==> src/rtl/core/file_type_sniffer_defines.svh <==
// Assertion macros shared by the file type sniffer RTL.
`ifndef FILE_TYPE_SNIFFER_DEFINES_SVH
`define FILE_TYPE_SNIFFER_DEFINES_SVH

// Condition must hold at every clock edge outside reset.
`define FTS_ASSERT_ALWAYS(lbl, clk, rstn, cond) \
    lbl: assert property (@(posedge clk) disable iff (!(rstn)) (cond)) \
        else $error("fts: invariant violated");

// When ante holds, cons must hold in the next cycle.
`define FTS_ASSERT_NEXT(lbl, clk, rstn, ante, cons) \
    lbl: assert property (@(posedge clk) disable iff (!(rstn)) (ante) |=> (cons)) \
        else $error("fts: next-cycle check failed");

`endif

==> src/rtl/core/fts_pkg.sv <==
// Package for the file type sniffer: sizes, kind codes and shared structs.
package fts_pkg;

    localparam int TEXT_WINDOW = 256;
    localparam int HEAD_LEN    = 12;
    localparam int CNT_W       = $clog2(TEXT_WINDOW + 1);

    typedef logic [CNT_W-1:0] count_t;

    localparam count_t WINDOW_CNT = count_t'(TEXT_WINDOW);

    typedef enum logic [2:0] {
        KIND_UNKNOWN  = 3'd0,
        KIND_IMAGE    = 3'd1,
        KIND_AUDIO    = 3'd2,
        KIND_VIDEO    = 3'd3,
        KIND_DOCUMENT = 3'd4,
        KIND_ARCHIVE  = 3'd5,
        KIND_TEXT     = 3'd6,
        KIND_BINARY   = 3'd7
    } kind_t;

    // Held beat moving into the tracker, with its advance strobe.
    typedef struct packed {
        logic       fire;
        logic [7:0] data_byte;
        logic       last;
    } step_t;

    // Stream statistics including the beat being retired.
    typedef struct packed {
        logic [HEAD_LEN-1:0][7:0] head;
        count_t                   total;
        count_t                   printable;
    } summary_t;

endpackage

==> src/rtl/core/fts_in_if.sv <==
// Input channel: one file byte per beat with an end-of-file flag.
interface fts_in_if;
    logic       valid;
    logic       ready;
    logic [7:0] data_byte;
    logic       last;

    modport source (output valid, output data_byte, output last, input ready);
    modport sink   (input valid, input data_byte, input last, output ready);
endinterface

==> src/rtl/core/fts_out_if.sv <==
// Output channel: one kind code per beat.
interface fts_out_if;
    logic       valid;
    logic       ready;
    logic [2:0] file_kind;

    modport source (output valid, output file_kind, input ready);
    modport sink   (input valid, input file_kind, output ready);
endinterface

==> src/rtl/core/fts_in_stage.sv <==
// Input register for the byte stream and advance control.
module fts_in_stage (
    input  logic           clk,
    input  logic           rst_n,
    fts_in_if.sink         stream,
    input  logic           slot_free,
    output fts_pkg::step_t step
);
    import fts_pkg::*;

    logic       valid_reg;
    logic [7:0] byte_reg;
    logic       last_reg;
    logic       advance;

    // Plain bytes always move on; a final byte waits for the result slot.
    assign advance      = valid_reg && (!last_reg || slot_free);
    assign stream.ready = !valid_reg || advance;

    assign step.fire      = advance;
    assign step.data_byte = byte_reg;
    assign step.last      = last_reg;

    always_ff @(posedge clk or negedge rst_n)
    begin
        if (!rst_n)
        begin
            valid_reg <= 1'b0;
        end
        else if (stream.valid && stream.ready)
        begin
            valid_reg <= 1'b1;
        end
        else if (advance)
        begin
            valid_reg <= 1'b0;
        end
    end

    always_ff @(posedge clk)
    begin
        if (stream.valid && stream.ready)
        begin
            byte_reg <= stream.data_byte;
            last_reg <= stream.last;
        end
    end

endmodule

==> src/rtl/core/fts_track.sv <==
// Per-stream state: header bytes, saturating byte count, printable count.
`include "file_type_sniffer_defines.svh"

module fts_track (
    input  logic              clk,
    input  logic              rst_n,
    input  fts_pkg::step_t    step,
    output fts_pkg::summary_t summary
);
    import fts_pkg::*;

    logic [HEAD_LEN-1:0][7:0] head_reg, head_next;
    count_t                   count_reg, count_next;
    count_t                   print_reg, print_next;

    function automatic logic is_printable(input logic [7:0] b);
        return (b >= 8'd32 && b <= 8'd126) || b == 8'd10 || b == 8'd13 || b == 8'd9;
    endfunction

    always_comb
    begin
        head_next  = head_reg;
        count_next = count_reg;
        print_next = print_reg;
        for (int i = 0; i < HEAD_LEN; i++)
        begin
            if (count_reg == count_t'(i))
            begin
                head_next[i] = step.data_byte;
            end
        end
        if (count_reg < WINDOW_CNT)
        begin
            if (is_printable(step.data_byte))
            begin
                print_next = print_reg + count_t'(1);
            end
            count_next = count_reg + count_t'(1);
        end
    end

    assign summary.head      = head_next;
    assign summary.total     = count_next;
    assign summary.printable = print_next;

    always_ff @(posedge clk or negedge rst_n)
    begin
        if (!rst_n)
        begin
            head_reg  <= '0;
            count_reg <= '0;
            print_reg <= '0;
        end
        else if (step.fire)
        begin
            if (step.last)
            begin
                head_reg  <= '0;
                count_reg <= '0;
                print_reg <= '0;
            end
            else
            begin
                head_reg  <= head_next;
                count_reg <= count_next;
                print_reg <= print_next;
            end
        end
    end

    `FTS_ASSERT_NEXT(a_end_clears, clk, rst_n, step.fire && step.last, count_reg == '0 && print_reg == '0)
    `FTS_ASSERT_ALWAYS(a_count_bound, clk, rst_n, count_reg <= WINDOW_CNT)
    `FTS_ASSERT_ALWAYS(a_print_bound, clk, rst_n, print_reg <= count_reg)

endmodule

==> src/rtl/core/fts_classify.sv <==
// Signature match and text/binary decision into the result register.
`include "file_type_sniffer_defines.svh"

module fts_classify (
    input  logic              clk,
    input  logic              rst_n,
    input  fts_pkg::step_t    step,
    input  fts_pkg::summary_t summary,
    output logic              slot_free,
    fts_out_if.source         result
);
    import fts_pkg::*;

    logic                     valid_reg;
    kind_t                    kind_reg;
    kind_t                    kind_next;
    logic [HEAD_LEN-1:0][7:0] h;
    logic                     has3, has4, has6, has8, has12;
    logic                     png, gif, jpeg, webp, audio, video, pdf, zip;
    logic [CNT_W+3:0]         p10, t9;

    assign h     = summary.head;
    assign has3  = summary.total >= count_t'(3);
    assign has4  = summary.total >= count_t'(4);
    assign has6  = summary.total >= count_t'(6);
    assign has8  = summary.total >= count_t'(8);
    assign has12 = summary.total >= count_t'(12);

    always_comb
    begin
        png   = has8 && h[0] == 8'h89 && h[1] == 8'h50 && h[2] == 8'h4E && h[3] == 8'h47
                && h[4] == 8'h0D && h[5] == 8'h0A && h[6] == 8'h1A && h[7] == 8'h0A;
        // GIF87a / GIF89a
        gif   = has6 && h[0] == 8'h47 && h[1] == 8'h49 && h[2] == 8'h46 && h[3] == 8'h38
                && (h[4] == 8'h37 || h[4] == 8'h39) && h[5] == 8'h61;
        // FF D8 FF, or bare JFIF / Exif tags at the start
        jpeg  = (has3 && h[0] == 8'hFF && h[1] == 8'hD8 && h[2] == 8'hFF)
                || (has4 && h[0] == 8'h4A && h[1] == 8'h46 && h[2] == 8'h49 && h[3] == 8'h46)
                || (has4 && h[0] == 8'h45 && h[1] == 8'h78 && h[2] == 8'h69 && h[3] == 8'h66);
        webp  = has12 && h[0] == 8'h52 && h[1] == 8'h49 && h[2] == 8'h46 && h[3] == 8'h46
                && h[8] == 8'h57 && h[9] == 8'h45 && h[10] == 8'h42 && h[11] == 8'h50;
        // ID3, MP3 frame sync, OggS
        audio = (has3 && h[0] == 8'h49 && h[1] == 8'h44 && h[2] == 8'h33)
                || (h[0] == 8'hFF && (h[1] == 8'hFB || h[1] == 8'hFA))
                || (has4 && h[0] == 8'h4F && h[1] == 8'h67 && h[2] == 8'h67 && h[3] == 8'h53);
        video = has8 && h[0] == 8'h00 && h[1] == 8'h00 && h[2] == 8'h00
                && h[4] == 8'h66 && h[5] == 8'h74 && h[6] == 8'h79 && h[7] == 8'h70;
        pdf   = has4 && h[0] == 8'h25 && h[1] == 8'h50 && h[2] == 8'h44 && h[3] == 8'h46;
        zip   = has4 && h[0] == 8'h50 && h[1] == 8'h4B
                && ((h[2] == 8'h03 && h[3] == 8'h04) || (h[2] == 8'h05 && h[3] == 8'h06));
    end

    // 10*printable vs 9*checked by shift-add.
    assign p10 = ({4'b0, summary.printable} << 3) + ({4'b0, summary.printable} << 1);
    assign t9  = ({4'b0, summary.total} << 3) + {4'b0, summary.total};

    always_comb
    begin
        if (!has4)
            kind_next = KIND_UNKNOWN;
        else if (png || gif || jpeg || webp)
            kind_next = KIND_IMAGE;
        else if (audio)
            kind_next = KIND_AUDIO;
        else if (video)
            kind_next = KIND_VIDEO;
        else if (pdf)
            kind_next = KIND_DOCUMENT;
        else if (zip)
            kind_next = KIND_ARCHIVE;
        else if (p10 > t9)
            kind_next = KIND_TEXT;
        else
            kind_next = KIND_BINARY;
    end

    assign slot_free        = !valid_reg || result.ready;
    assign result.valid     = valid_reg;
    assign result.file_kind = kind_reg;

    always_ff @(posedge clk or negedge rst_n)
    begin
        if (!rst_n)
        begin
            valid_reg <= 1'b0;
        end
        else if (step.fire && step.last)
        begin
            valid_reg <= 1'b1;
        end
        else if (result.ready)
        begin
            valid_reg <= 1'b0;
        end
    end

    always_ff @(posedge clk)
    begin
        if (step.fire && step.last)
        begin
            kind_reg <= kind_next;
        end
    end

    `FTS_ASSERT_NEXT(a_end_gives_result, clk, rst_n, step.fire && step.last, valid_reg)
    `FTS_ASSERT_ALWAYS(a_no_overwrite, clk, rst_n, !(step.fire && step.last) || slot_free)

endmodule

==> src/rtl/core/file_type_sniffer.sv <==
// Top level of the file type sniffer: magic-number file kind detection.
// Throughput: one byte beat per cycle, no gaps between files, while the output is not stalled.
// The final byte's beat is held in the input register; its kind code then goes into the result
// register, which drives the result valid flag.
// A final byte is held in the input register while the result register is still full.
// Reset (rst_n low, async): clears the beat and result valid flags, counters and header buffer.
module file_type_sniffer (
    input  logic       clk,
    input  logic       rst_n,
    fts_in_if.sink     stream,
    fts_out_if.source  result
);
    import fts_pkg::*;

    // step: the held beat and its advance strobe.  Plain bytes advance every
    // cycle; only the final byte of a file needs room in the result register.
    step_t    step;
    summary_t summary;
    logic     slot_free;

    // Input register: holds each beat; stream ready still follows result ready while a final byte waits.
    fts_in_stage u_in_stage (
        .clk       (clk),
        .rst_n     (rst_n),
        .stream    (stream),
        .slot_free (slot_free),
        .step      (step)
    );

    // Stream state: first twelve bytes plus counters over the text window.
    // Its summary already folds in the beat being retired, so the decision
    // on the final byte sees the complete stream.
    fts_track u_track (
        .clk     (clk),
        .rst_n   (rst_n),
        .step    (step),
        .summary (summary)
    );

    // Signature priority chain and text ratio test, then the result register.
    fts_classify u_classify (
        .clk       (clk),
        .rst_n     (rst_n),
        .step      (step),
        .summary   (summary),
        .slot_free (slot_free),
        .result    (result)
    );

endmodule
==> src/flat_wrapper.sv <==
// flat-port wrapper written by rule: the top's interface ports become plain ports
module file_type_sniffer_flat import fts_pkg::*;
  (clk, rst_n, stream_valid, stream_data_byte, stream_last, stream_ready, result_valid, result_file_kind, result_ready);
  fts_in_if stream_i ();
  fts_out_if result_i ();
  input  logic clk;
  input  logic rst_n;
  input wire logic [$bits(stream_i.valid)-1:0] stream_valid;
  input wire logic [$bits(stream_i.data_byte)-1:0] stream_data_byte;
  input wire logic [$bits(stream_i.last)-1:0] stream_last;
  output wire logic [$bits(stream_i.ready)-1:0] stream_ready;
  output wire logic [$bits(result_i.valid)-1:0] result_valid;
  output wire logic [$bits(result_i.file_kind)-1:0] result_file_kind;
  input wire logic [$bits(result_i.ready)-1:0] result_ready;
  assign stream_i.valid = stream_valid;
  assign stream_i.data_byte = stream_data_byte;
  assign stream_i.last = stream_last;
  assign stream_ready = stream_i.ready;
  assign result_valid = result_i.valid;
  assign result_file_kind = result_i.file_kind;
  assign result_i.ready = result_ready;
  file_type_sniffer u_core (.clk(clk), .rst_n(rst_n), .stream(stream_i), .result(result_i));
endmodule
==> config.mk <==
export PLATFORM = sky130hd
export DESIGN_NAME = file_type_sniffer_flat
export DESIGN_NICKNAME = d
export VERILOG_FILES = /design/src/rtl/core/fts_pkg.sv /design/src/rtl/core/fts_in_if.sv /design/src/rtl/core/fts_out_if.sv /design/src/rtl/core/fts_in_stage.sv /design/src/rtl/core/fts_track.sv /design/src/rtl/core/fts_classify.sv /design/src/rtl/core/file_type_sniffer.sv /design/src/flat_wrapper.sv
export VERILOG_INCLUDE_DIRS = /design/src /design/src/rtl/core
export SDC_FILE = /design/constraint.sdc
export NUM_CORES = 1
export LEC_CHECK = 0
export ABC_CLOCK_PERIOD_IN_PS = 12500
export BUFFER_PORTS_ARGS = -buffer_cell sky130_fd_sc_hd__buf_4
export CAP_MARGIN = 10
export CORE_MARGIN = 5
export CORE_UTILIZATION = 31
export CTS_BUF_LIST = sky130_fd_sc_hd__clkbuf_8
export CTS_CLUSTER_DIAMETER = 120
export DETAILED_ROUTE_END_ITERATION = 16
export GPL_ROUTABILITY_DRIVEN = 0
export PLACE_DENSITY = 0.52
export RECOVER_POWER = 100
export SLEW_MARGIN = 0
export SYNTH_ARGS = -nofsm -noshare
export SYNTH_HDL_FRONTEND = slang
export SYNTH_HIERARCHICAL = 1
export SYNTH_SLANG_ARGS = --single-unit
==> constraint.sdc <==
create_clock -name clk -period 12.5 [get_ports clk]
set_input_delay 1.25 -clock clk [delete_from_list [all_inputs] [get_ports clk]]
set_output_delay 1.25 -clock clk [all_outputs]
set_load 0.02 [all_outputs]
==> results of run 1 <==
-- power groups by stage --
stage	Clock, mW	Sequential, mW	Combinational [mW]
2_1_floorplan	0	0.634	0.647
3_3_place_gp	0	0.659	0.838
5_1_grt	0.381	0.678	0.954
6_report	0.352	0.657	0.854
4_1_cts	0.365	0.655	0.851
3_5_place_dp	0	0.663	0.846
-- worst max-delay path: cells and delay by family (launching register included) --
kind / cells / cell delay [ps]
DFF: 1 / 420
buffers and inverters: 3 / 4270
and+or+nand+nor: 1 / 240
-- cell usage in the layout (no fill, tap or decap), drive strengths merged, types with 18 or more instances in the layout --
| cell type | count |
|---|---|
| nand2 | 339 |
| dfrtp | 116 |
| o221ai | 95 |
| nand3 | 76 |
| inv | 45 |
| clkbuf | 39 |
| nand4 | 33 |
| o21ai | 32 |
| ha | 30 |
| nor2 | 27 |
| nor4 | 19 |
| xnor2 | 18 |
-- stage by stage --
step	hold slack, ps	cell area (um2)	instances	power, mW
floorplan	456	9230	1126	1.28
global placement	467	9510	1455	1.50
detailed placement	473	9510	1455	1.51
CTS	493	9890	1487	1.87
global route	507	9820	1487	2.01
finish	487	9820	1487	1.86
-- cell type report --
class | count | share of cell area (%)
sequential | 128 | 33.2
timing repair buffer | 29 | 1.80
clock buffer | 18 | 2.52
inverter | 40 | 1.53
multi-input combinational | 868 | 54.6
tap | 390 | 4.97
clock inverter | 14 | 1.33
-- layer usage --
metal | share of wire [%] | vias up
li1 | - | 4028
met3 | 5.6 | 22
met1 | 48 | 4097
met5 | 0 | -
met2 | 45 | 299
met4 | 1.2 | 0
-- cell families after synthesis --
| kind of cell | after synthesis |
|---|---|
| buffers and inverters | 130 |
| muxes | 4 |
| and+or+nand+nor | 613 |
| xor gates and xnor gates | 29 |
| DFF | 128 |
| AOI/OAI and AO/OA | 190 |
| adders and majority gates | 32 |
-- final timing paths --
kind | from | to | cells after the start
hold reg to reg | u_core/u_track/head_reg[44]$_DFFE_PN0P_ | u_core/u_track/head_reg[44]$_DFFE_PN0P_ | 2
setup / recovery | u_core/u_in_stage/last_reg$_DFFE_PP_ | stream_ready | 4
max in group asynchronous | rst_n | u_core/u_track/head_reg[8]$_DFFE_PN0P_ | 2
setup reg to reg | u_core/u_classify/result.valid$_DFFE_PN0P_ | u_core/u_track/count_reg[1]$_DFFE_PN0P_ | 8
min in group asynchronous | rst_n | u_core/u_track/head_reg[91]$_DFFE_PN0P_ | 1
hold / removal | u_core/u_track/head_reg[44]$_DFFE_PN0P_ | u_core/u_track/head_reg[44]$_DFFE_PN0P_ | 2
==> results.txt, run 1 <==
* Outcome: finished, violations left
* Violated checks: max-capacitance violations, max-slew violations
- Part of the Yosys area used for sequential elements: 35.3%
- List of cells traversed by the critical path: clkbuf_1 > clkbuf_1 > nand3b_2 > clkbuf_1
- The biggest area contributor in the post-synthesis netlist is sky130_fd_sc_hd__dfrtp_1.
- Counting flops with a built-in enable in the synthesized netlist gives 12.
* Setup TNS: 0 ps
- The final layout contains routed wiring with a total length of 28.7 mm.
- Setup repair after global routing left no endpoint under its margin.
- Critical-path maximum fanout: 76
- The worst path meets setup with 5870 ps of slack.
- Max reg flops: 96
- Fin crit share: 53.1%
* Critical-path cell with the highest stage delay: sky130_fd_sc_hd__clkbuf_1
* Worst IR drop on VDD: 0.0715 mV
- XOR/XNOR Fraction of Synth Area: 2.75%
- Of the total power, combinational logic draws 45.9%.
- Clock latency on the worst-skew pair, taken at its later pin, is 440 ps.
* Total setup violations reported at the end of the flow: 0
- Clock input transition at the sequential cells of the worst setup and hold paths: 80 ps
- Gates resized during post-CTS repair numbered 0.
- Fraction of synthesized area in multiplexers: 0.461%
- Derived from the worst setup path, the maximum achievable clock frequency is 151 MHz.
- In this run the cell area of the synthesized design comes to 9230 um2.
- Antenna cells: 0
- Final hold violation count: 0
- The critical path is of the flip-flop to primary output type.
* Internal power summed over all cells: 1.03 mW
- Counting the fill cells in the layout gives 3067.
- Most used routing layer: met2
* Via/cell ratio: 5.68
* Routing usage on met1: 25.2%
- For met3 alone, demand over resource in global routing was 3.11%.
* Most instantiated cells after synthesis: 339 x sky130_fd_sc_hd__nand2_1, 116 x sky130_fd_sc_hd__dfrtp_1, 95 x sky130_fd_sc_hd__o221ai_1, 76 x sky130_fd_sc_hd__nand3_1, 43 x sky130_fd_sc_hd__clkbuf_1
* Tightest slew margin relative to the limit: -171%
* Root Buffer Master: sky130_fd_sc_hd__clkbuf_8
* Pwr Density: 190 nW/um2
- After Yosys synthesis, full adders, half adders and majority gates account for 4.50% of the synthesized area.
- Met2 usage in global routing: 26.3%
- Lkg Pwr: 4.09 nW
- The die is 183 um tall.
- Global routing consumed, over all layers together, 17.1% of the routing resources.
* DRC violations left: 0
- Number of max-slew violations in the final report: 391
* Ranking of synthesized cells by area: sky130_fd_sc_hd__dfrtp_1 31%, sky130_fd_sc_hd__nand2_1 14%, sky130_fd_sc_hd__o221ai_1 9.0%, sky130_fd_sc_hd__nand3_1 4.1%, sky130_fd_sc_hd__ha_1 4.1%
- The clock network burns 18.9% of the power.
- The number of setup buffers added after CTS is 0.
- CTS H-tree lvls: 4
* Dominant combinational cell family by area after synthesis: simple AND/OR/NAND/NOR gates
- The floorplan step set the die width to 183 um.
- Number of clock sinks seen by CTS: 128
- STA classifies the critical path startpoint as a flip-flop.
* Arr. time, crit path: 5380 ps
- In this run the power spent charging and discharging nets is 0.828 mW.
- The first global-routing pass estimated 45.9 mm of wire.
* Min Clock Period, post-route: 6630 ps
- The first routing iteration left 904 violations.
- Sort of element at the end of the critical path: primary output
- CTS tree: built
* Global route total overflow: 0
- Setup slack at placement: 7150 ps
* Utilization after layout: 33.2%
* Syn avg cell area: 8.20 um2
* Most repeated cell in the gate-level netlist after synthesis: sky130_fd_sc_hd__nand2_1
- Via count of the first global-routing pass: 7829
* Share of layout cells above drive strength 1: 6.93%
- HP Class: flip-flop to flip-flop
- For this block, the via count after detailed routing is 8446.
* Total of buffers placed on input and output ports: 17
- The worst register-to-register path has a setup slack of 6520 ps.
* Actual slew at the worst max-slew pin: 4070 ps
- The share of total power dissipated in sequential elements is 35.3%.
- Initial antenna violation count: 0
- Yosys warning count: 6
- The area growth from synthesis to layout is 6.36%.
- In the synthesized netlist, the number of instances is 1126.
* Footprint of the flip-flops and latches: 3260 um2
- Dpl hpwl: 19.0 mm
- The first TritonRoute pass finished after 5 iterations.
- The number of clock buffers added by TritonCTS is 17.
- The tool flagged a number of max-cap violations equal to 6.
- For this design, the CTS-stage hold fixing added 0 buffers.
* Final setup skew: 10.9 ps
* Maximum cell stage delay along the critical path: 2610 ps
- Most common flop cell mapped by yosys: sky130_fd_sc_hd__dfrtp_1
- Of the total power, the share spent switching nets is 44.5%.
- In this run the core area contains 63 standard-cell rows.
- At the worst endpoint, the required time is 11250 ps.
- Counting along the longest clock path gives a buffer depth of 2.
- Total Die Area: 33300 um2
- For this configuration, the core starts out at a cell density of 31.2%.
- The share of synthesized area in the top cell type comes to 31.4%.
- Largest net degree at the start of global routing: 85
* Area of the core: 29600 um2
* Area of combinational cells with multiple inputs: 5360 um2
- In this run, synthesis produced a sequential element count of 128.
- Area fraction in compound gates after synthesis: 16.1%
* Number of nets produced by synthesis: 1171
- Proportion of synthesized flip-flops having asynchronous set or reset: 90.6%
- The cell that appears most often on the critical path is sky130_fd_sc_hd__clkbuf_1.
* Count of cell types in the netlist: 83
- IO Pins: 18
- The synthesized netlist devotes 34.4% of its cell area to simple gates.
* Mean routed wirelength per cell: 19.3 um
* Antenna Violating Nets Remaining: 0
- The net count of the finished layout is 1129.
No activity file was read; power rests on OpenSTA's default activity.
==> run 2, diff against run 1 <==
--- a/config.mk
+++ b/config.mk
@@ -6,7 +6,7 @@
 export SDC_FILE = /design/constraint.sdc
 export NUM_CORES = 1
 export LEC_CHECK = 0
-export ABC_CLOCK_PERIOD_IN_PS = 12500
+export ABC_CLOCK_PERIOD_IN_PS = 6100
 export BUFFER_PORTS_ARGS = -buffer_cell sky130_fd_sc_hd__buf_4
 export CAP_MARGIN = 10
 export CORE_MARGIN = 5
@@ -15,7 +15,7 @@
 export CTS_CLUSTER_DIAMETER = 120
 export DETAILED_ROUTE_END_ITERATION = 16
 export GPL_ROUTABILITY_DRIVEN = 0
-export PLACE_DENSITY = 0.52
+export PLACE_DENSITY = 0.54
 export RECOVER_POWER = 100
 export SLEW_MARGIN = 0
 export SYNTH_ARGS = -nofsm -noshare
==> constraint.sdc (replaced) <==
create_clock -name clk -period 6.1 [get_ports clk]
set_input_delay 0.61 -clock clk [delete_from_list [all_inputs] [get_ports clk]]
set_output_delay 0.61 -clock clk [all_outputs]
set_load 0.02 [all_outputs]
==> run 2 against run 1 <==
Against the previous run:
- the flow still finishes with violations (max-capacitance violations, max-slew violations)
- hold slack worse by 120 ps
- design area increased by 0.64%
- count of clock-buffer cells in the layout up 2
- wire length decreased by 1.2%
- register-to-register slack lost 5500 ps
- via count down 0.60%
- largest cell class unchanged
==> results.txt, run 2 (same netlist as run 1, synthesis figures left out) <==
- Most frequent cells in the layout: 339 x sky130_fd_sc_hd__nand2_1, 116 x sky130_fd_sc_hd__dfrtp_1, 95 x sky130_fd_sc_hd__o221ai_1
* Final setup skew: 15.5 ps
- Via/cell ratio: 5.62
- Critical-path cell with the highest stage delay: sky130_fd_sc_hd__nor2b_1
* Max reg flops: 96
- Sort of element at the end of the critical path: flip-flop
- Arr. time, crit path: 5350 ps
- Peak clock frequency supported by timing: 198 MHz
- Resized cells post-CTS: 0
- In this run the deepest clock path goes through 2 buffers.
- STA classifies the critical path startpoint as a flip-flop.
- Cells fill 33.4% of the core in the end.
- The via count of the first global-routing pass is 7859.
- Mean routed wirelength per cell: 19.0 um
- Total setup violations reported at the end of the flow: 0
- Tightest hold margin: 366 ps
* Setup TNS: 0 ps
* Outcome: finished, violations left
* DRC violations left: 0
- At the pin with the least slew margin, the transition time is 3750 ps.
- Overall power consumption after layout is estimated at 3.82 mW.
* Tightest slew margin relative to the limit: -150%
* Pwr Density: 387 nW/um2
* Buffering stage count on the worst path with inverters included: 2
- Part of the total power dissipated in the clock network: 19.5%
* Min Clock Period, post-route: 5040 ps
- Total cell area at the placement stage: 9550 um2
* Largest delay share family, worst path: simple AND/OR/NAND/NOR gates
* Clock latency reported for the late side of the worst-skew pair: 450 ps
- The final number of hold-violating endpoints is 0.
* Crit path setup slack, layout: 1060 ps
- Maximum cell stage delay along the critical path: 580 ps
* Path type of the worst setup path: flip-flop to flip-flop
- The tool flagged a number of max-cap violations equal to 5.
* Number of placed instances with taps included: 1461
* Critical-path maximum fanout: 9
- TritonCTS built the clock tree.
* Required time reported for the critical path endpoint: 6410 ps
- Area of the core: 29600 um2
- Footprint of the flip-flops and latches: 3260 um2
- Antenna Violating Nets Remaining: 0
- Share of layout cells above drive strength 1: 7.62%
- Detailed Route WL: 28.3 mm
* Logic gate share of total power: 45.5%
* Clock input transition at the sequential cells of the worst setup and hold paths: 80 ps
* Detailed-routing iteration count for the pre-antenna-repair pass: 6
- In this run the horizontal extent of the chip is 183 um.
- Setup slack at placement: 1100 ps
* Num CTS Buffers: 17
* Post-Layout Cell Count: 1493
- In this run switching power makes up 43.1% of total power.
* Final Cell Area: 9880 um2
- List of cells traversed by the critical path: ha_1 > nor2b_1 > nand3_1 > xnor2_1 > inv_1 > fa_1 > inv_1 > a21oi_1 > o21bai_1 > a21oi_1 > o21bai_1 > nand3_1 > xor2_1 > ha_1 > nand4_1 > nor2_1 > o211ai_1 > nor4bb_1 > o21ai_0 > a21boi_0 > a2bb2oi_2
- The final reports fail on max-capacitance violations, max-slew violations.
* Final-layout fill cell count: 3102
- Root Buffer Master: sky130_fd_sc_hd__clkbuf_8
- Layout area overhead: 7.03%
- Commonest non-fill, non-tap cell in the layout: sky130_fd_sc_hd__nand2_1
* Global-route wire length before repair: 45.2 mm
- Row generation in the floorplan step produced 63 rows.
- Global route total overflow: 0
- Unrepaired setup endpoints after global routing: no
- Pin placement for this block handled 18 I/O pins.
- Antenna cells: 0
- The first routing iteration left 797 violations.
- The count of buffers added on input and output ports is 17.
- Internal power summed over all cells: 2.17 mW
- Total Die Area: 33300 um2
* Vias: 8395
* Psw: 1.65 mW
- For this run, the post-layout net count is 1135.
- Global routing used 17.0% of the available tracks across all layers.
- CTS H-tree lvls: 4
* Fin crit share: 82.7%
- Measured along the y axis, the die boundary spans 183 um.
* Lkg Pwr: 4.15 nW
- After legalization and detailed placement, the total HPWL measured 19.0 mm.
- Worst IR drop on VDD: 0.162 mV
* Postcts setup bufs: 0
- Post-CTS Hold Buffers: 0
* Number of clock sinks seen by CTS: 128
* Initial standard-cell utilization of the core: 31.2%
- Largest net degree at the start of global routing: 65
- The initial antenna violation count is 0.
* HP Class: input pin to flip-flop
* Number of max-slew violations in the final report: 237
* Sequential power share: 35.0%
- In the final layout, the multi-input gates occupy 5360 um2.
-- run 2: cell types whose count changed in the layout (fill, tap and decap cells not counted), moves of 2 or more --
cell / previous run / this run
sky130_fd_sc_hd__clkbuf_8: 18 / 20
sky130_fd_sc_hd__inv_6: 5 / 0
sky130_fd_sc_hd__inv_1: 40 / 42
sky130_fd_sc_hd__clkinv_4: 2 / 0
sky130_fd_sc_hd__inv_4: 0 / 2
sky130_fd_sc_hd__buf_4: 8 / 17
sky130_fd_sc_hd__clkbuf_1: 11 / 8
-- run 2: worst paths after layout --
path / from / endpoint / slack, ps / depth (start not counted)
max: u_core/u_track/count_reg[0]$_DFFE_PN0P_ / u_core/u_classify/result.file_kind[0]$_SDFFCE_PN0P_ / 1060 / 21
min: stream_valid / u_core/u_in_stage/valid_reg$_DFFE_PN0P_ / 370 / 2
max reg2reg: u_core/u_track/count_reg[0]$_DFFE_PN0P_ / u_core/u_classify/result.file_kind[0]$_SDFFCE_PN0P_ / 1060 / 21
min reg2reg: u_core/u_track/head_reg[5]$_DFFE_PN0P_ / u_core/u_track/head_reg[5]$_DFFE_PN0P_ / 490 / 2
max in group asynchronous: rst_n / u_core/u_track/head_reg[95]$_DFFE_PN0P_ / 1750 / 2
min in group asynchronous: rst_n / u_core/u_track/head_reg[93]$_DFFE_PN0P_ / 1460 / 1
-- run 2: power groups by stage --
| stage | registers [mW] | clock network, mW | logic [mW] |
|---|---|---|---|
| finish | 1.34 | 0.745 | 1.74 |
| global route | 1.38 | 0.808 | 1.95 |
| CTS | 1.33 | 0.772 | 1.75 |
| detailed placement | 1.35 | 0 | 1.74 |
| global placement | 1.34 | 0 | 1.72 |
| floorplan | 1.30 | 0 | 1.33 |
-- run 2: layout make-up --
class | instances | area share (%)
Multi-Input combinational cell | 868 | 54.2
Sequential cell | 128 | 33.0
Tap cell | 390 | 4.94
Clock buffer | 20 | 2.79
Timing Repair Buffer | 35 | 2.33
Inverter | 40 | 1.52
Clock inverter | 12 | 1.18
-- run 2: worst register-to-register path, stage by stage (launching register included) --
cell and delay, ps:
sky130_fd_sc_hd__dfrtp_1 470, sky130_fd_sc_hd__ha_1 200, sky130_fd_sc_hd__nor2b_1 580, sky130_fd_sc_hd__nand3_1 170, sky130_fd_sc_hd__xnor2_1 540, sky130_fd_sc_hd__inv_1 140, sky130_fd_sc_hd__fa_1 450, sky130_fd_sc_hd__inv_1 70
sky130_fd_sc_hd__a21oi_1 50, sky130_fd_sc_hd__o21bai_1 200, sky130_fd_sc_hd__a21oi_1 100, sky130_fd_sc_hd__o21bai_1 200, sky130_fd_sc_hd__nand3_1 120, sky130_fd_sc_hd__xor2_1 200, sky130_fd_sc_hd__ha_1 290, sky130_fd_sc_hd__nand4_1 120
sky130_fd_sc_hd__nor2_1 70, sky130_fd_sc_hd__o211ai_1 70, sky130_fd_sc_hd__nor4bb_1 350, sky130_fd_sc_hd__o21ai_0 150, sky130_fd_sc_hd__a21boi_0 230, sky130_fd_sc_hd__a2bb2oi_2 150
-- run 2: per-layer routing --
metal | wire, um | global-route usage [%]
met1 | 13000 | 24.7
met5 | 0 | 0
met4 | 639 | 5.16
met2 | 13000 | 25.9
met3 | 1720 | 2.59
==> run 3, diff against run 2 <==
--- a/config.mk
+++ b/config.mk
@@ -6,7 +6,7 @@
 export SDC_FILE = /design/constraint.sdc
 export NUM_CORES = 1
 export LEC_CHECK = 0
-export ABC_CLOCK_PERIOD_IN_PS = 6100
+export ABC_CLOCK_PERIOD_IN_PS = 5100
 export BUFFER_PORTS_ARGS = -buffer_cell sky130_fd_sc_hd__buf_4
 export CAP_MARGIN = 10
 export CORE_MARGIN = 5
@@ -15,7 +15,7 @@
 export CTS_CLUSTER_DIAMETER = 120
 export DETAILED_ROUTE_END_ITERATION = 16
 export GPL_ROUTABILITY_DRIVEN = 0
-export PLACE_DENSITY = 0.54
+export PLACE_DENSITY = 0.52
 export RECOVER_POWER = 100
 export SLEW_MARGIN = 0
 export SYNTH_ARGS = -nofsm -noshare
==> constraint.sdc (replaced) <==
create_clock -name clk -period 5.1 [get_ports clk]
set_input_delay 0.51 -clock clk [delete_from_list [all_inputs] [get_ports clk]]
set_output_delay 0.51 -clock clk [all_outputs]
set_load 0.02 [all_outputs]
==> run 3 against run 2 <==
Against the previous run:
- sequential power rose by 19%
- design area rose by 0.46%
- largest cell class unchanged
- global-route usage up 0.44 points
- power is 20% higher
- the flow still finishes with violations (max-capacitance violations, max-slew violations)
- utilization up 0.15 points
==> results.txt, run 3 (same netlist as run 1, synthesis figures left out) <==
- Top cell by count, worst path: sky130_fd_sc_hd__a21oi_1
* Total of buffers placed on input and output ports: 17
* Outcome: finished, violations left
- Adding up every negative setup slack in the final design gives 0 ps.
- The worst pin sits at a relative slew slack of -118%.
- Across every metal layer, demand over resource in global routing totals 17.4%.
- In this run, post-CTS hold repair placed 0 buffers.
* Arr. time, crit path: 4920 ps
- Clock latency reported for the late side of the worst-skew pair: 460 ps
- Combinational logic is responsible for 45.6% of the overall power.
- Among cell families on the critical path, the largest total delay comes from simple AND/OR/NAND/NOR gates.
- The number of slew-limit violations in the final report is 208.
- Initial standard-cell utilization of the core: 31.2%
- Internal power summed over all cells: 2.54 mW
* Commonest non-fill, non-tap cell in the layout: sky130_fd_sc_hd__nand2_1
- Dividing the detail-routed wire length by the instance count gives 19.4 um.
- IO Pins: 18
* Flop2flop setup slack: 380 ps
- Reg-to-Reg End: u_core/u_classify/result.file_kind[0]$_SDFFCE_PN0P_
- Destination of the critical timing path: u_core/u_classify/result.file_kind[0]$_SDFFCE_PN0P_
* Via/cell ratio: 5.64
- The floorplan step defined a core boundary enclosing 29600 um2.
* Utilization after layout: 33.6%
- Detailed Route WL: 29.0 mm
- Worst IR drop on VDD: 0.162 mV
- Setup repair after global routing left no endpoint under its margin.
- CTS tree: built
- Power spread over the standard cell area amounts to 462 nW/um2.
- The floorplan step set the die width to 183 um.
- The final number of hold-violating endpoints is 0.
* Number of clock sinks seen by CTS: 128
- Final setup skew: 14.7 ps
- The worst setup path is launched from a flip-flop.
- The multi-input combinational cells in the finished layout cover a total of 5370 um2.
- Num CTS Buffers: 17
- Path type of the worst setup path: flip-flop to flip-flop
- Depth of the worst hold-timing path: 2
* Antenna Violating Nets Remaining: 0
- In this run the clock root is driven by a sky130_fd_sc_hd__clkbuf_8.
* Via count of the first global-routing pass: 8017
- Counting I/O delays and the setup requirement, the final critical path takes 4720 ps.
- The first global-routing pass estimated 46.2 mm of wire.
* Maximum cell stage delay along the critical path: 480 ps
- The share of total power dissipated in sequential elements is 34.9%.
* Peak clock frequency supported by timing: 212 MHz
- Detailed router's first-iteration violation count: 718
- For the pin with the worst max-slew slack, the measured transition is 3260 ps.
- Tracing the worst setup path back leads to its startpoint at u_core/u_in_stage/byte_reg[0]$_DFFE_PP_.
- Most frequent cells in the layout: 339 x sky130_fd_sc_hd__nand2_1, 116 x sky130_fd_sc_hd__dfrtp_1, 95 x sky130_fd_sc_hd__o221ai_1
* Number of buffers on the longest clock path: 2
- Initial antenna violation count: 0
* Final-layout fill cell count: 3077
- Clock-pin slew was measured on the worst setup and hold paths at 90 ps.
- Die Ht: 183 um
- Max reg flops: 96
* Critical-path cell with the highest stage delay: sky130_fd_sc_hd__fa_1
- Startpoint of the lowest-slack register-to-register path: u_core/u_in_stage/byte_reg[0]$_DFFE_PP_
- The floorplan has 63 rows.
- Largest net degree at the start of global routing: 67
- Sort of element at the end of the critical path: flip-flop
- After global routing the overflow that remains totals 0.
- The worst path uses 92.5% of the clock period.
- CTS built an H-tree with a depth of 4.
* DRC violations left: 0
- Cells with a size suffix above 1 make up 8.29% of the layout.
* Switching share of total power: 44.6%
* Critical Path Stages: 20
- Critical-path maximum fanout: 6
- Nets: 1142
- The final reports fail on max-capacitance violations, max-slew violations.
* List of cells traversed by the critical path: and3b_1 > or4_4 > nand2_1 > mux2_1 > fa_1 > a21o_1 > a21oi_1 > o21bai_1 > a21oi_1 > nor2b_1 > o21ai_1 > xnor2_1 > ha_1 > nand4_1 > nor2_1 > o211ai_1 > nor4bb_2 > o21ai_0 > a21boi_1 > a2bb2oi_2
- Setup violations remaining at the end of the flow were counted as 0.
* Number of max-cap violations: 5
- The number of buffers and inverters on the critical path is 0.
* Total Die Area: 33300 um2
* Count of cells along the worst register-to-register path: 20
- For this design the total switching power over the nets is 2.04 mW.
- Detailed routing inserted a total of 8461 vias.
- The worst hold path belongs to the class input pin to flip-flop.
- Detailed-routing iteration count for the pre-antenna-repair pass: 5
- Lkg Pwr: 4.16 nW
- Part of the total power dissipated in the clock network: 19.5%
- The repair_antennas step left the layout with diodes totalling 0.
- Required time reported for the critical path endpoint: 5300 ps
* Dpl hpwl: 19.8 mm
- Footprint of the flip-flops and latches: 3260 um2
- Compared with the post-synthesis result, the final layout area differs by 7.52%.
run 3: cell types whose count changed in the layout (fill, tap and decap cells not counted), moves of 2 or more:
cell                       before  now
sky130_fd_sc_hd__buf_4         17   22
sky130_fd_sc_hd__inv_6          0    5
sky130_fd_sc_hd__clkbuf_1       8   12
sky130_fd_sc_hd__inv_1         42   38
sky130_fd_sc_hd__clkbuf_8      20   17
sky130_fd_sc_hd__clkbuf_4       9    7
sky130_fd_sc_hd__clkinv_2       2    0
sky130_fd_sc_hd__clkinv_4       0    2
sky130_fd_sc_hd__inv_8          0    2
run 3: how the worst min path moves through the flow:
| stage | start | to | slack, ps |
|---|---|---|---|
| final | stream_valid | u_core/u_in_stage/valid_reg$_DFFE_PN0P_ | 250 |
| after global routing | stream_data_byte[2] | u_core/u_in_stage/byte_reg[2]$_DFFE_PP_ | 230 |
| after CTS | rst_n | u_core/u_track/head_reg[75]$_DFFE_PN0P_ | 0.04 |
| after detailed placement | u_core/u_track/head_reg[80]$_DFFE_PN0P_ | u_core/u_track/head_reg[80]$_DFFE_PN0P_ | 470 |
| after global placement | u_core/u_track/head_reg[68]$_DFFE_PN0P_ | u_core/u_track/head_reg[68]$_DFFE_PN0P_ | 470 |
| after floorplan | rst_n | u_core/u_classify/result.valid$_DFFE_PN0P_ | 210 |
run 3: metrics by stage:
step	instance area (um2)	std cells	hold slack [ps]	power, mW	worst slack [ps]
after floorplan	9230	1126	214	3.14	548
after global placement	9610	1468	467	3.67	321
after detailed placement	9610	1468	473	3.70	308
after CTS	9990	1500	0.0410	4.61	260
after global routing	9930	1500	228	4.95	13.7
final	9930	1500	250	4.58	385
run 3: what timing repair did:
| action | in CTS | in global routing |
|---|---|---|
| gates resized for setup | 0 | 2 |
| endpoints found under the setup margin | 0 | 1 |
| setup buffers | 0 | 0 |
run 3: layout make-up:
class                      instances  area share (%)
tap                              390            4.92
sequential                       128            32.9
clock inverter                    15            1.51
multi-input combinational        868            54.1
clock buffer                      17            2.36
inverter                          40            1.51
timing repair buffer              42            2.70
run 3: power by group through the flow:
stage / Sequential, mW / Clock [mW] / Combinational [mW]
3_3_place_gp: 1.60 / 0 / 2.07
6_report: 1.60 / 0.893 / 2.09
3_5_place_dp: 1.61 / 0 / 2.08
5_1_grt: 1.64 / 0.960 / 2.34
4_1_cts: 1.59 / 0.922 / 2.09
2_1_floorplan: 1.55 / 0 / 1.59
run 3: metal layers:
metal  up-vias  routed length (um)  track usage (%)
li1       4041                   -                -
met1      4156               13300             24.5
met2       226               13500             27.8
met3        38                1570             2.57
met4         0                 666             5.10
met5         -                   0                0
